==> config.mk <==
export PLATFORM = sky130hd
export DESIGN_NAME = sgdm_pipe_ctrl
export DESIGN_NICKNAME = d
export VERILOG_FILES = /design/src/rtl/core/sgdm_pkg.sv /design/src/rtl/core/sgdm_pipe_ctrl.sv
export SDC_FILE = /design/constraint.sdc
export NUM_CORES = 1
export LEC_CHECK = 0
export BUFFER_PORTS_ARGS = -buffer_cell sky130_fd_sc_hd__buf_2
export CORE_AREA = 4 4 41 43
export CTS_CLUSTER_SIZE = 10
export DETAILED_ROUTE_END_ITERATION = 7
export DIE_AREA = 0 0 45 47
export SETUP_SLACK_MARGIN = 0.4
export SLEW_MARGIN = 40
export SYNTH_ARGS = -nofsm -noshare
export SYNTH_HDL_FRONTEND = slang
export SYNTH_SLANG_ARGS = --single-unit
export TNS_END_PERCENT = 1
==> constraint.sdc <==
create_clock -name clk_i -period 1.3 [get_ports clk_i]
set_input_delay 0.13 -clock clk_i [delete_from_list [all_inputs] [get_ports clk_i]]
set_output_delay 0.13 -clock clk_i [all_outputs]
set_load 0.005 [all_outputs]
==> src/rtl/core/sgdm_pkg.sv <==
// Package of the weight update block: widths, register indexes, types, helpers.
`default_nettype none

package sgdm_pkg;

  localparam int VALUE_W    = 32;
  localparam int VALUE_FRAC = 24;
  localparam int COEF_W     = 16;
  localparam int SCALE_W    = 24;
  localparam int SCALE_FRAC = 16;
  localparam int WIDE_W     = 2 * VALUE_W;
  localparam int CFG_IDX_W  = 8;
  localparam int NSTAGE     = 9;

  // Product widths: signed value times a zero-extended unsigned operand.
  localparam int PROD_C_W = VALUE_W + COEF_W + 1;
  localparam int PROD_S_W = VALUE_W + SCALE_W + 1;

  // Register indexes of the configuration port.
  localparam logic [CFG_IDX_W-1:0] REG_LEARN_RATE      = CFG_IDX_W'(0);
  localparam logic [CFG_IDX_W-1:0] REG_L2_DECAY        = CFG_IDX_W'(1);
  localparam logic [CFG_IDX_W-1:0] REG_L1_DECAY        = CFG_IDX_W'(2);
  localparam logic [CFG_IDX_W-1:0] REG_MOMENTUM_FACTOR = CFG_IDX_W'(3);

  localparam logic signed [WIDE_W-1:0] VMAX_W =
    {{(WIDE_W-VALUE_W+1){1'b0}}, {(VALUE_W-1){1'b1}}};
  localparam logic signed [WIDE_W-1:0] VMIN_W =
    {{(WIDE_W-VALUE_W+1){1'b1}}, {(VALUE_W-1){1'b0}}};

  typedef struct packed {
    logic                      clip;
    logic signed [VALUE_W-1:0] val;
  } sat_t;

  typedef struct packed {
    logic [NSTAGE-1:0] en;
    logic [NSTAGE-1:0] valid;
  } sgdm_pipe_t;

  // Clip a wide value to the signed value range and flag the clip.
  function automatic sat_t sat_fn(input logic signed [WIDE_W-1:0] v);
    sat_t r;
    if (v > VMAX_W) begin
      r.clip = 1'b1;
      r.val  = VMAX_W[VALUE_W-1:0];
    end else if (v < VMIN_W) begin
      r.clip = 1'b1;
      r.val  = VMIN_W[VALUE_W-1:0];
    end else begin
      r.clip = 1'b0;
      r.val  = v[VALUE_W-1:0];
    end
    return r;
  endfunction

  // Drop sh fraction bits, rounding half up.
  function automatic logic signed [WIDE_W-1:0] rnd_shr(input logic signed [WIDE_W-1:0] p,
                                                        input int unsigned sh);
    logic signed [WIDE_W-1:0] half;
    half = WIDE_W'(1) <<< (sh - 1);
    return (p + half) >>> sh;
  endfunction

endpackage

`default_nettype wire

==> src/rtl/core/sgdm_pipe_ctrl.sv <==
// Valid and enable control of the update pipeline with bubble collapsing.
`default_nettype none

module sgdm_pipe_ctrl
  import sgdm_pkg::*;
(
  input  logic       clk_i,
  input  logic       rst_ni,
  input  logic       in_valid_i,
  input  logic       out_ready_i,
  output sgdm_pipe_t pipe_o
);

  logic [NSTAGE-1:0] valid_q;
  logic [NSTAGE-1:0] valid_d;
  logic [NSTAGE-1:0] en;

  // A stage advances when it is empty or the stage after it advances.
  always_comb begin
    en[NSTAGE-1] = !valid_q[NSTAGE-1] || out_ready_i;
    for (int i = NSTAGE - 2; i >= 0; i--) begin
      en[i] = !valid_q[i] || en[i+1];
    end
    valid_d[0] = en[0] ? in_valid_i : valid_q[0];
    for (int i = 1; i < NSTAGE; i++) begin
      valid_d[i] = en[i] ? valid_q[i-1] : valid_q[i];
    end
  end

  always_ff @(posedge clk_i or negedge rst_ni) begin
    if (!rst_ni) begin
      valid_q <= '0;
    end else begin
      valid_q <= valid_d;
    end
  end

  assign pipe_o.en    = en;
  assign pipe_o.valid = valid_q;

endmodule

`default_nettype wire

After elaboration in Yosys (flattened, before gate mapping). Cells that the tools add are included.

Logic and storage cells: 27. Register bits: 9. Output and inout port bits: 18. Input bits: 4.

Reductions and logical operators: 18.

Operators by type and width (count): $logic_not 1->1 (9); $logic_or 1x1->1 (9).

Logic depth before layout (Yosys ltp).
Depth in word-level cells: 10. Depth in mapped cells: 4.

Worst setup path before layout. Ideal clock, no wire load.

Path type: reg2reg. Start: register valid_q[7]. End: register valid_q[6]. Clock period less this slack: 1.149 ns. Required time: 1.176 ns. Arrival time: 1.024 ns. Setup slack: 0.151 ns. Setup time: 0.124 ns. Cell stages (with the launch flop): 5. Cells stage by stage: dfrtp_1 > and4b_1 > buf_6 > buf_6 > or2_1.

Cells in the longest elaborated chain, start to end: 3.

RTL lines: start: declaration (line sgdm_pipe_ctrl.sv:14) `logic [NSTAGE-1:0] valid_q;`; start signal: assignment (line sgdm_pipe_ctrl.sv:34) `valid_q <= valid_d;`; $logic_not 1->1 (line sgdm_pipe_ctrl.sv:22) `en[i] = !valid_q[i] || en[i+1];`; $logic_or 1x1->1 (2 in a row) (line sgdm_pipe_ctrl.sv:22).

No other way between the ends. A chain may end at the register's enable or synchronous reset.

==> PnR_summary.wiki <==
{| class="wikitable"
! Metric !! Value
|-
| Outcome || complete, but fails checks
|-
| Violations in the final reports || setup timing
|-
| Sequential share of the synthesized area || 57.7%
|-
| GPL Wtd Cong || around 0.68
|-
| Starting DRC count in detailed routing || 2
|-
| Number of antenna repair diodes || 0
|-
| Busiest layer in global routing || met2
|-
| Final nets || 67
|-
| Met3 global-route usage || under 10%
|-
| Die Footprint || about 2100 µm²
|-
| Via count normalized by instance count || approximately 4.9
|-
| Synthesized-area fraction occupied by xor and xnor cells || 0%
|-
| Synthesized-area fraction occupied by adder cells || 0%
|-
| Largest vdd supply drop || 0.000874 V
|-
| Minimum clock period after layout || 1.33 ns
|-
| Share of the clock period used by the worst path after layout || 102%
|-
| Half-perimeter wire length after placement || approximately 650 µm
|-
| Max-slew violation count || 0
|-
| RSZ-0062 raised after global routing || yes
|-
| Startpoint Class || flip-flop
|-
| Simple-gate share of the synthesized area || 20.8%
|-
| Netlist area before placement || 390 µm²
|-
| WL final || 1.01 mm
|-
| Classification of the worst setup path || flip-flop to output pin
|-
| Worst Path Arrival || roughly 1.2 ns
|-
| Clock slew at reported path FFs || ~0.060 ns
|-
| Core Util, Final || a little under half
|-
| Clock root buffer || clkbuf_4
|-
| Met2 global-route usage || 15.3%
|-
| Maximum number of pins on one net before global-route repair || 10
|-
| Cell row count || 13
|-
| Worst setup slack before clock tree synthesis || ~0.019 ns
|-
| Vias post-DR || roughly 380
|-
| Number of buffers created by CTS || 3
|-
| Endpoint class of the critical path || output pin
|-
| Placed standard-cell area || around 500 µm²
|-
| Design Area, Final || 622 µm²
|-
| Global-route wire length before repair || 1.56 mm
|-
| FILL cells || between 100 and 150
|-
| WP data required || 1.17 ns
|-
| PortBufs || 21
|-
| Hold Vio Cnt, Final || 0
|-
| Syn-to-layout area delta || 59.3%
|-
| Initial Util || about 30%
|-
| Met1 GRT Util || a little over an eighth
|-
| Clk_skew || 0.00149 ns
|-
| Worst Setup Slack, final || -0.0312 ns
|-
| Maximum clock frequency || 0.751 GHz
|-
| Avg Cell Area, Syn || roughly 12 µm²
|-
| Vias in the first global route || roughly 340
|-
| Drt drc || 0
|-
| CTS tree || done
|-
| Total setup violations reported at the end of the flow || 3
|-
| Maximum net fanout on the critical path || 6
|-
| Clock H-tree levels || 1
|-
| Total gr overflow || 0
|-
| Post-synthesis compound-gate area fraction || about 13%
|-
| Slew headroom || between 80% and 90%
|-
| Share of cell area taken by muxes after synthesis || 0%
|-
| Synthesized flop and latch total || 9
|-
| Number of placed instances, taps included || 67
|-
| Count of placed standard cells in the final layout, fillers left out || 77
|-
| Die outline height || roughly 47 µm
|-
| DR pass1 iterations || 2
|-
| Biggest regs || valid_q x9
|-
| IO Count || 22
|-
| Leakage power || slightly below 0.3 nW
|-
| ANT nets after route || 0
|-
| Placeable core region || ~1300 µm²
|-
| Floorplan die width || about 45 µm
|-
| Num Clock Sinks || 9
|-
| Net Count, Synth || 36
|-
| Flip-flop count of the largest register, all copies and words added || 9
|-
| Worst-Skew Late Latency || between 0.2 and 0.3 ns
|-
| Class of the worst hold path || input pin to flip-flop
|-
| WL per Instance || around 13 µm
|-
| Distinct cell type count after synthesis || 15
|-
| Worst Max-Slew Pin Slew || around 0.20 ns
|-
| Number of violations of the max-capacitance limit || 0
|-
| Largest Register || valid_q
|-
| Count of yosys warnings during synthesis || 0
|-
| Combinational family with the most area after synthesis || simple AND/OR/NAND/NOR gates
|-
| Buffer depth of the longest clock path || 2
|-
| Number of antenna violations at the first check in global routing || 0
|-
| Synthesized instance count || 32
|-
| Overall fraction of global-route tracks in use || 10.7%
|-
| Share of cells above drive strength 1 || between 50% and 60%
|-
| PwrDens || between 1500 and 2000 nW/µm²
|}
[cell families after synthesis]
kind of cell | Yosys count
AND/OR/NAND/NOR | 13
AO/OA/AOI/OAI | 6
flip-flops | 9
buffers and inverters | 4
[cells in the mapped netlist, drive strengths merged]
cell type / number / share of area, %
or2: 1 / 1.6
inv: 1 / 0.96
nand2b: 3 / 4.8
nand2: 2 / 1.9
nand4: 2 / 3.2
and4b: 1 / 2.6
dfrtp: 9 / 58
and4: 1 / 2.2
a41o: 2 / 5.1
nand3b: 1 / 1.9
buf: 3 / 7.0
a21o: 2 / 3.8
a31o: 2 / 4.5
nand3: 2 / 2.6
[path summary, 6_finish.rpt]
kind / slack [ns] / depth (start not counted) / startpoint / to
max: -0.03 / 3 / valid_q[7]$_DFFE_PN0P_ / pipe_o[12]
min: 0.06 / 2 / in_valid_i / valid_q[0]$_DFFE_PN0P_
max reg2reg: 0.02 / 4 / valid_q[7]$_DFFE_PN0P_ / valid_q[4]$_DFFE_PN0P_
min reg2reg: 0.50 / 1 / valid_q[2]$_DFFE_PN0P_ / valid_q[3]$_DFFE_PN0P_
max in group asynchronous: 0.86 / 2 / rst_ni / valid_q[1]$_DFFE_PN0P_
min in group asynchronous: 0.25 / 2 / rst_ni / valid_q[6]$_DFFE_PN0P_
[final cells by class]
cell class	instances	area, µm²	share of cell area (%)
clock buffer	4	26.3	4.23
inverter	1	3.75	0.604
multi-input combinational	20	159	25.6
sequential	9	226	36.4
tap	15	18.8	3.02
timing repair buffer	28	188	30.2
[worst max-delay path, cell delays in order, from the launching register on]
cell and delay [ns]:
dfrtp_1 0.40, and4b_4 0.30, nand4_1 0.10, buf_2 0.14
[timing repair]
| item | 4_1_cts | 5_1_grt |
|---|---|---|
| gates cloned | 1 | 0 |
| pin swaps | 10 | 7 |
| resized for setup | 11 | 1 |
| setup endpoints to repair | 25 | 25 |
| endpoints found under the hold margin | 9 | 0 |
| hold buffers | 1 | 0 |
| buffers inserted | 3 | 1 |
[routing by layer]
layer / share of wire, % / vias up
met5: 0 / -
met1: 47 / 177
met3: 7.6 / 2
met4: 1.9 / 0
li1: - / 181
met2: 43 / 17
[cell usage in the layout (no fill, tap or decap), drive strengths merged]
cell and n:
a21o 2, a31o 2, a41o 2, and4 1
and4b 2, buf 27, clkbuf 4, dfrtp 9
dlygate4sd3 1, inv 1, nand2 2, nand2b 3
nand3 2, nand3b 1, nand4 2, or2 1
[where the power goes]
group / switching [mW] / internal [mW] / leakage, nW / total, mW
clock network: 0.0975 / 0.118 / 0.0150 / 0.216
logic: 0.158 / 0.224 / 0.180 / 0.383
registers: 0.0477 / 0.330 / 0.0946 / 0.377
[per-stage QoR]
stage                     setup TNS (ns)  hold slack, ns  total power, mW
after floorplan                        0          -0.166            0.533
after global placement                 0         -0.0105            0.647
after detailed placement               0         -0.0146            0.647
after CTS                        -0.0619          0.0546            0.977
after global routing              -0.470          0.0666             1.05
final                            -0.0576          0.0565            0.976
No activity file was read; power rests on OpenSTA's default activity.
